--- src/rtl/fcct_pkg.sv ---
// Shared types, codes and helper functions for the cluster chain table core.
// Used by fcct_ctrl, fcct_dp and fat_cluster_chain_table_core; no dependencies.
`timescale 1ns / 1ps

package fcct_pkg;

  // Default table depth (entries)
  localparam int TABLE_ENTRIES_DEF = 4096;

  // Field widths fixed by the transaction format
  localparam int OP_W      = 2;
  localparam int CLUSTER_W = 12;
  localparam int VALUE_W   = 32;
  localparam int COUNT_W   = 13;
  localparam int STAT_W    = 2;
  localparam int FTYPE_W   = 2;
  localparam int CFG_IDX_W = 1;
  localparam int CFG_DW    = 13;

  // Configuration register indexes
  localparam logic [CFG_IDX_W-1:0] CFG_FAT_TYPE    = 1'b0;
  localparam logic [CFG_IDX_W-1:0] CFG_ENTRY_COUNT = 1'b1;

  // Table formats
  localparam logic [FTYPE_W-1:0] FT_FAT12 = 2'd0;
  localparam logic [FTYPE_W-1:0] FT_FAT16 = 2'd1;
  localparam logic [FTYPE_W-1:0] FT_FAT32 = 2'd2;

  localparam logic [FTYPE_W-1:0] FAT_TYPE_RST    = FT_FAT16;
  localparam logic [COUNT_W-1:0] ENTRY_COUNT_RST = 13'd4096;

  localparam logic [VALUE_W-1:0] END_MARK = 32'hFFFF_FFFF;

  typedef enum logic [OP_W-1:0] {
    OP_READ   = 2'd0,
    OP_WRITE  = 2'd1,
    OP_EXTEND = 2'd2,
    OP_COUNT  = 2'd3
  } op_t;

  typedef enum logic [STAT_W-1:0] {
    STAT_OK     = 2'd0,
    STAT_FULL   = 2'd1,
    STAT_UNSUP  = 2'd2,
    STAT_RANGE  = 2'd3
  } status_t;

  typedef enum logic [2:0] {
    S_IDLE,
    S_DECODE,
    S_LINK,
    S_SCAN,
    S_ALLOC,
    S_LINKUP
  } state_t;

  // What goes into the result register
  typedef enum logic [2:0] {
    RK_RANGE,
    RK_UNSUP,
    RK_FULL,
    RK_DONE,
    RK_LINK,
    RK_PICK,
    RK_COUNT
  } res_kind_t;

  typedef struct packed {
    logic [OP_W-1:0]      operation;
    logic [CLUSTER_W-1:0] cluster;
    logic [VALUE_W-1:0]   entry_value;
  } in_t;

  typedef struct packed {
    logic [VALUE_W-1:0] next_cluster;
    logic [COUNT_W-1:0] free_count;
    logic [STAT_W-1:0]  status;
  } out_t;

  // Controller to datapath
  typedef struct packed {
    logic      accept;
    logic      rd_cluster;
    logic      scan_start;
    logic      scan_step;
    logic      wr_entry;
    logic      wr_pick;
    logic      wr_link;
    logic      res_load;
    res_kind_t res_kind;
  } ctl_cmd_t;

  // Datapath to controller
  typedef struct packed {
    op_t  op;
    logic range_err;
    logic fat12;
    logic link_end;
    logic hit;
    logic scan_done;
  } dp_stat_t;

  // Entry width mask of the active format; unused code acts as FAT12
  function automatic logic [VALUE_W-1:0] width_mask(input logic [FTYPE_W-1:0] ft);
    logic [VALUE_W-1:0] m;
    case (ft)
      FT_FAT16: m = 32'h0000_FFFF;
      FT_FAT32: m = 32'h0FFF_FFFF;
      default:  m = 32'h0000_0FFF;
    endcase
    return m;
  endfunction

  // Lowest end-of-chain code of the active format
  function automatic logic [VALUE_W-1:0] end_low(input logic [FTYPE_W-1:0] ft);
    logic [VALUE_W-1:0] lo;
    case (ft)
      FT_FAT16: lo = 32'h0000_FFF8;
      FT_FAT32: lo = 32'h0FFF_FFF8;
      default:  lo = 32'h0000_0FF8;
    endcase
    return lo;
  endfunction

endpackage

--- src/rtl/fcct_ctrl.sv ---
// Controller state machine: sequences decode, table reads, scan and writes.
// Depends on fcct_pkg; commands fcct_dp and reads its status.
`timescale 1ns / 1ps

module fcct_ctrl (
  input  logic                clk,
  input  logic                rst_n,
  input  logic                start,
  output logic                busy,
  input  fcct_pkg::dp_stat_t  stat,
  output fcct_pkg::ctl_cmd_t  cmd
);
  import fcct_pkg::*;

  state_t state_r;
  state_t state_nxt;

  // State register
  always_ff @(posedge clk) begin
    if (!rst_n) begin
      state_r <= S_IDLE;
    end else begin
      state_r <= state_nxt;
    end
  end

  // Next state and commands
  always_comb begin
    state_nxt = state_r;
    cmd       = '0;
    cmd.res_kind = RK_DONE;
    case (state_r)
      S_IDLE: begin
        if (start) begin
          cmd.accept = 1'b1;
          state_nxt  = S_DECODE;
        end
      end
      S_DECODE: begin
        if (stat.op == OP_COUNT) begin
          cmd.scan_start = 1'b1;
          state_nxt      = S_SCAN;
        end else if (stat.range_err) begin
          cmd.res_load = 1'b1;
          cmd.res_kind = RK_RANGE;
          state_nxt    = S_IDLE;
        end else if (stat.op == OP_WRITE) begin
          cmd.res_load = 1'b1;
          if (stat.fat12) begin
            cmd.res_kind = RK_UNSUP;
          end else begin
            cmd.wr_entry = 1'b1;
            cmd.res_kind = RK_DONE;
          end
          state_nxt = S_IDLE;
        end else begin
          cmd.rd_cluster = 1'b1;
          state_nxt      = S_LINK;
        end
      end
      S_LINK: begin
        if (stat.op == OP_READ || !stat.link_end) begin
          cmd.res_load = 1'b1;
          cmd.res_kind = RK_LINK;
          state_nxt    = S_IDLE;
        end else if (stat.fat12) begin
          cmd.res_load = 1'b1;
          cmd.res_kind = RK_UNSUP;
          state_nxt    = S_IDLE;
        end else begin
          cmd.scan_start = 1'b1;
          state_nxt      = S_SCAN;
        end
      end
      S_SCAN: begin
        cmd.scan_step = 1'b1;
        if (stat.op == OP_EXTEND && stat.hit) begin
          state_nxt = S_ALLOC;
        end else if (stat.scan_done) begin
          cmd.res_load = 1'b1;
          cmd.res_kind = (stat.op == OP_COUNT) ? RK_COUNT : RK_FULL;
          state_nxt    = S_IDLE;
        end
      end
      S_ALLOC: begin
        cmd.wr_pick = 1'b1;
        state_nxt   = S_LINKUP;
      end
      S_LINKUP: begin
        cmd.wr_link  = 1'b1;
        cmd.res_load = 1'b1;
        cmd.res_kind = RK_PICK;
        state_nxt    = S_IDLE;
      end
      default: begin
        state_nxt = S_IDLE;
      end
    endcase
  end

  assign busy = (state_r != S_IDLE);

endmodule

--- config.mk ---
export PLATFORM = sky130hd
export DESIGN_NAME = fcct_ctrl
export DESIGN_NICKNAME = d
export VERILOG_FILES = /design/src/rtl/fcct_pkg.sv /design/src/rtl/fcct_ctrl.sv
export SDC_FILE = /design/constraint.sdc
export NUM_CORES = 1
export LEC_CHECK = 0
export BUFFER_PORTS_ARGS = -buffer_cell sky130_fd_sc_hd__buf_2
export CAP_MARGIN = 20
export CORE_AREA = 2 2 39 41
export CTS_BUF_LIST = sky130_fd_sc_hd__clkbuf_8
export DETAILED_ROUTE_END_ITERATION = 8
export DIE_AREA = 0 0 41 43
export RECOVER_POWER = 25
export SETUP_SLACK_MARGIN = 0.3
export SYNTH_ARGS = -nofsm -noshare
export SYNTH_HDL_FRONTEND = slang
export SYNTH_SLANG_ARGS = --single-unit
export TNS_END_PERCENT = 10
--- constraint.sdc ---
create_clock -name clk -period 3.8 [get_ports clk]
set_clock_uncertainty 0.1 [all_clocks]
set_input_delay 0.76 -clock clk [delete_from_list [all_inputs] [get_ports clk]]
set_output_delay 0.76 -clock clk [all_outputs]
set_load 0.1 [all_outputs]
==> results of run 1 <==
-- per-layer routing --
metal	vias to the layer above	global-route usage [%]	share of wire, %
met5	-	0	0
met4	0	8.000	0
met3	0	1.571	3.8
met2	12	20.63	48
met1	223	18.97	48
li1	254	-	-
-- logic make-up after synthesis --
| kind of cell | Yosys count | share of synthesized area, % |
|---|---|---|
| DFF | 3 | 12.90 |
| AOI/OAI and AO/OA | 16 | 30.92 |
| buffers and inverters | 8 | 10.75 |
| and+or+nand+nor | 31 | 45.44 |
-- Yosys cell counts (2+ instances only) --
cell type  instances  area (µm²)
a211o_1            2       17.52
o21bai_1           2       15.01
a21oi_1            2       10.01
nor2b_1            3       18.77
nand3b_1           2       15.01
inv_1              4       15.01
nand2b_1           4       25.02
nor2_1             5       18.77
nand3_1            2       10.01
nand2_1            2       7.510
dfxtp_1            3       60.06
buf_6              2       22.52
-- how the worst max path moves through the flow --
stage,from,to,slack (ns),cells past startpoint
3_5_place_dp,stat[6],cmd[1],1.04,5
3_3_place_gp,stat[5],cmd[1],1.06,5
4_1_cts,state_r[1]$_SDFFE_PN0P_,cmd[1],0.92,4
5_1_grt,stat[5],cmd[0],0.76,5
6_report,stat[5],cmd[1],0.83,5
2_1_floorplan,state_r[2]$_SDFFE_PN0P_,cmd[10],0.27,3
-- tightest hold or removal path, cell delays in order (launching register included) --
cell and delay, ns:
dfxtp_1 0.42, nor3b_2 0.22, o21a_1 0.13
-- area by class of cell --
type	instances	area share [%]
well taps	16	3.383
flip-flops and latches	3	10.15
multi-input cells	47	58.77
clock buffers	3	6.977
repair buffers	21	17.55
inverters	4	2.537
clock inverters	1	0.6342
-- power groups by stage --
stage | registers (mW) | clock network, mW | logic, mW
finish | 0.0390 | 0.0895 | 0.0991
global route | 0.0397 | 0.0956 | 0.103
global placement | 0.0396 | 0 | 0.0995
floorplan | 0.0351 | 0 | 0.0885
CTS | 0.0390 | 0.0934 | 0.101
detailed placement | 0.0395 | 0 | 0.101
==> summary.md, run 1 <==
| Metric | Value |
|---|---|
| Post-Layout Inst Area | ~590 µm² |
| Port Buffers | 21 |
| Layout Cells excl Fill | 95 |
| Crit path DAT | between 2 and 2.5 ns |
| Post-CTS setup buffers | 0 |
| CP Class | in -> out |
| Clock power frac | 39.3% |
| Yosys Warn Count | 0 |
| Area occupied by multi-input gates | ~350 µm² |
| DP Area | 560.5 µm² |
| Core Util, Final | between 40% and 50% |
| Logic pwr share | a little over two fifths |
| Initial Util | between 30% and 40% |
| Commonest cells after routing, fill and taps aside | buf_2, inv_1, nor2_1 |
| Antenna Nets Post-Route | 0 |
| Reg-to-reg startpoint | state_r[1]$_SDFFE_PN0P_ |
| Fin crit share | 78.11% |
| Hold buffers post-CTS | 0 |
| Hold Path Sink | state_r[2]$_SDFFE_PN0P_ |
| Vias in the first global route | ~430 |
| Fmax | 336.9 MHz |
| Power Dens Cells | between 300 and 400 nW/µm² |
| GPL Wtd Cong | between 0.6 and 0.7 |
| Cell Area, Synth | 465.4 µm² |
| Final TNS setup | 0 ns |
| Gr ovfl total | 0 |
| CP Cell Sequence | clkbuf_1, o21ai_2, o32ai_4, a21o_2, buf_2 |
| Clock Path Buffers | 2 |
| Share of layout cells above drive strength 1 | roughly 41% |
| Crit-path slowest cell | buf_2 |
| Initial antenna violation count | 0 |
| Worst relative slew slack | approximately two thirds |
| TritonCTS Buffers | 3 |
| Status | complete, no violations |
| R2R cell count | 3 |
| Final nets | 90 |
| Core Rows | 14 |
| Max FFs per register | 3 |
| # fillers | between 150 and 200 |
| R2r endpoint | state_r[1]$_SDFFE_PN0P_ |
| Sw Pwr | 0.1021 mW |
| CP top delay family | buffers and inverters |
| Core Box Area | 1384 µm² |
| Sw Share | 44.85% |
| Synth cell types | 37 |
| Required time worst endpoint | approximately 2.9 ns |
| Dpl cells | 91 |
| Number of flops mapped to enable cells by yosys | 0 |
| Max Cap Violations | 0 |
| Worst hold path depth | 2 |
| Slowest stage delay, CP | roughly 0.41 ns |
| Clock sink count | 3 |
| Synth Instances | just under 60 |
| Drt pass-1 iters | 4 |
| Root Driver | clkbuf_8 |
| Post-Place Setup Slack | between 1 and 1.5 ns |
| N_diodes | 0 |
| Part of the power in registers | roughly 17% |
| Die height | between 40 and 50 µm |
| Detailed Place HPWL | a little under 900 µm |
| Vias per cell | 5.147 |
| # DRC | 0 |
| H-tree depth | 1 |
| DR vias | 489 |
| Syn nets | 68 |
| Leakage power | ~0.3 nW |
| DRT iter0 DRCs | 8 |
| First-pass GRT wire length | around 1700 µm |
| Least-Margin Pin Slew | 0.4867 ns |
| Syn avg cell area | around 8 µm² |
| Ys flop type | dfxtp_1 |
| Hold path start | state_r[0]$_SDFFE_PN0P_ |
| Ports | 22 |
| Setup ws final | 0.8319 ns |
| Fin. max-slew vios | 0 |
| # setup viols final | 0 |
| Async S/R FF share, synth | 0% |
| Clock Latency Late Sink | approximately 0.21 ns |
| Register area | between 60 and 70 µm² |
| Top reg by flops | state_r |
| Largest net degree at the start of global routing | 15 |
| Wirelength per Cell | around 12 µm |
| VDD IR-drop max | between 0.00015 and 0.0002 V |
| All-Layer GR Usage | approximately 14% |
| Crit path launch type | input pin |
| FF+latch count, synth | 3 |
| Routed WL | roughly 1200 µm |
| Top Registers | state_r: 3 flops |
| Hold/Removal Path Class | reg -> reg |
| Min Hold Slack | between 0.7 and 0.8 ns |
| CTS resizes | 0 |
| Die ar. | 1763 µm² |
| Seq/Total Area, Yosys | between 10% and 20% |
| Most common cell after layout, fill and taps aside | buf_2 |
| TritonCTS clock tree | built |
| Clock transition at path regs | around 0.03 ns |
| Area Growth Syn to Fin | 27.15% |
| Die X | between 40 and 50 µm |
| CP Max Fanout | 10 |
| Crit path buf inv count | 2 |
| RSZ-0062 raised after global routing | no |
| Total Power | 0.2277 mW |
| Reg2reg setup slack | around 2.2 ns |
| Cell internal pwr | around 0.13 mW |
| Final hold violations | 0 |
| Final min period | 2.968 ns |
| CP Capture Type | primary output |
(Power assumes the default switching activity.)
==> run 2: changes to the inputs <==
--- a/config.mk
+++ b/config.mk
@@ -5,6 +5,7 @@
 export SDC_FILE = /design/constraint.sdc
 export NUM_CORES = 1
 export LEC_CHECK = 0
+export ABC_AREA = 1
 export BUFFER_PORTS_ARGS = -buffer_cell sky130_fd_sc_hd__buf_2
 export CAP_MARGIN = 20
 export CORE_AREA = 2 2 39 41
==> constraint.sdc (replaced) <==
create_clock -name clk -period 2.5 [get_ports clk]
set_clock_uncertainty 0.1 [all_clocks]
set_input_delay 0.5 -clock clk [delete_from_list [all_inputs] [get_ports clk]]
set_output_delay 0.5 -clock clk [all_outputs]
set_load 0.1 [all_outputs]
==> summary.md, run 2 <==
| Metric | Value |
|---|---|
| Crit path DAT | approximately 1.6 ns |
| Top Registers | state_r: 3 flops |
| DR vias | 476 |
| TritonCTS clock tree | built |
| Leakage power | ~0.33 nW |
| Final nets | 102 |
| RSZ-0062 raised after global routing | yes |
| Fin. max-slew vios | 0 |
| All-Layer GR Usage | 12.24% |
| Area Growth Syn to Fin | 57.77% |
| First-pass GRT wire length | roughly 1500 µm |
| Root Driver | clkbuf_8 |
| Number of flops mapped to enable cells by yosys | 0 |
| Clock Path Buffers | 2 |
| DP Area | between 500 and 600 µm² |
| CP Class | reg -> out |
| Synth Instances | 66 |
| Required time worst endpoint | around 1.9 ns |
| Initial Util | 26.76% |
| Seq/Total Area, Yosys | around 16% |
| Synth area leaders | dfxtp_1, inv_1, nand2_1 |
| Largest net degree at the start of global routing | 8 |
| Clock transition at path regs | approximately 0.030 ns |
| Setup ws final | 0.3169 ns |
| Vias in the first global route | between 400 and 500 |
| Syn nets | between 70 and 80 |
| Yosys Warn Count | 0 |
| Post-Place Setup Slack | ~0.37 ns |
| # setup viols final | 0 |
| Core Box Area | between 1000 and 1500 µm² |
| Initial antenna violation count | 0 |
| Max FFs per register | 3 |
| Die height | between 40 and 50 µm |
| Area share of the largest cell type after synthesis | 16.22% |
| Final hold violations | 0 |
| Max Cap Violations | 0 |
| Cell Area, Synth | approximately 370 µm² |
| Largest area contributor in the netlist | dfxtp_1 |
| CP Capture Type | primary output |
| Vias per cell | ~4.4 |
| Detailed Place HPWL | around 800 µm |
| Die ar. | between 1500 and 2000 µm² |
| CP Max Fanout | 5 |
| DRT iter0 DRCs | 8 |
| Clock Latency Late Sink | between 0.2 and 0.25 ns |
| GPL Wtd Cong | between 0.7 and 0.8 |
| Port Buffers | 21 |
| Hold/Removal Path Class | in -> reg |
| Synth cell types | 17 |
| Ys flop type | dfxtp_1 |
| H-tree depth | 1 |
| Syn avg cell area | 5.611 µm² |
| Antenna Nets Post-Route | 0 |
| Fin crit share | between 80 and 90% |
| Post-Layout Inst Area | between 500 and 600 µm² |
| Power Dens Cells | ~650 nW/µm² |
| Least-Margin Pin Slew | roughly 0.5 ns |
| Async S/R FF share, synth | 0% |
| # DRC | 0 |
| Wirelength per Cell | around 8.7 µm |
| Share of layout cells above drive strength 1 | roughly 44% |
| Routed WL | around 930 µm |
| Ports | 22 |
| Crit path launch type | flip-flop |
| TritonCTS Buffers | 3 |
| Post-CTS setup buffers | 0 |
| Commonest cells in the netlist | inv_1, nand2_1, nor2_1, nand3_1 |
| Worst relative slew slack | 67.75% |
| VDD IR-drop max | 0.0002472 V |
| Clock sink count | 3 |
| Most frequent cell after synthesis | inv_1 |
| Most common cell after layout, fill and taps aside | buf_2 |
| FF+latch count, synth | 3 |
| Die X | slightly above 40 µm |
| Core Rows | 14 |
| Fmax | 458.1 MHz |
| # fillers | about 140 |
| Final min period | 2.183 ns |
| Top reg by flops | state_r |
| N_diodes | 0 |
| Gr ovfl total | 0 |
| Commonest cells after routing, fill and taps aside | buf_2, inv_1, nand2_1 |
| Status | complete, no violations |
| Drt pass-1 iters | 4 |
==> run 2: logic make-up (layout without fill, tap and decap cells) <==
group / after synthesis / count (layout) / synth area share [%]
compound gates: 8 / 8 / 14.86
buf+inv: 16 / 41 / 16.22
flops: 3 / 3 / 16.22
simple gates: 39 / 39 / 52.70
==> run 2: per-stage QoR <==
stage | hold WS (ns) | total power [mW] | setup TNS, ns | utilization [%] | cells
6_report | 0.3876 | 0.3787 | 0 | 42.22 | 107
5_1_grt | 0.4082 | 0.3962 | 0 | 42.22 | 107
4_1_cts | 0.3877 | 0.3791 | 0 | 41.77 | 107
3_5_place_dp | 0.6009 | 0.2422 | 0 | 38.34 | 103
3_3_place_gp | 0.6010 | 0.2424 | 0 | 38.34 | 103
2_1_floorplan | 0.4976 | 0.2131 | -0.4777 | - | 66
==> run 2: path summary, 6_finish.rpt <==
path                            from                      end  slack (ns)  cells past startpoint
max reg2reg  state_r[0]$_SDFFE_PN0P_  state_r[0]$_SDFFE_PN0P_        1.21                      6
max          state_r[0]$_SDFFE_PN0P_                   cmd[6]        0.32                      5
min reg2reg  state_r[0]$_SDFFE_PN0P_  state_r[0]$_SDFFE_PN0P_        0.59                      4
min                            rst_n  state_r[1]$_SDFFE_PN0P_        0.39                      3
==> run 2: area by class of cell <==
cell class	count	area, µm²	area share (%)
Tap cell	16	20.02	3.426
Multi-Input combinational cell	47	277.8	47.54
Clock buffer	3	41.29	7.066
Clock inverter	1	3.754	0.6424
Timing Repair Buffer	21	121.4	20.77
Inverter	16	60.06	10.28
Sequential cell	3	60.06	10.28
==> run 2: worst max-delay path, stage by stage (launching register included) <==
cell      delay (ns)
dfxtp_1         0.42
nand2_1         0.14
nor2_1          0.21
nand2_1         0.13
nor3_2          0.12
clkbuf_4        0.35
==> run 2: metal layers <==
layer / share of wire [%] / routed length, µm / vias up / GRT usage (%)
li1: - / - / 260 / -
met1: 46 / 427 / 204 / 17.63
met2: 49 / 452 / 12 / 18.13
met3: 5.3 / 49 / 0 / 3.141
met4: 0 / 0 / 0 / 2.000
met5: 0 / 0 / - / 0
==> run 2: power breakdown <==
part / leakage (nW) / switching, mW / internal (mW)
logic: 0.281 / 0.149 / 0.0407
clock network: 0.0269 / 0.0291 / 0.104
registers: 0.0245 / 0.00408 / 0.0511
==> run 2: repair_timing <==
action	in CTS	in global routing
endpoints found under the setup margin	4	7
pin swaps	0	0
gates resized for setup	1	5
gates cloned	0	0
hold buffers	0	0
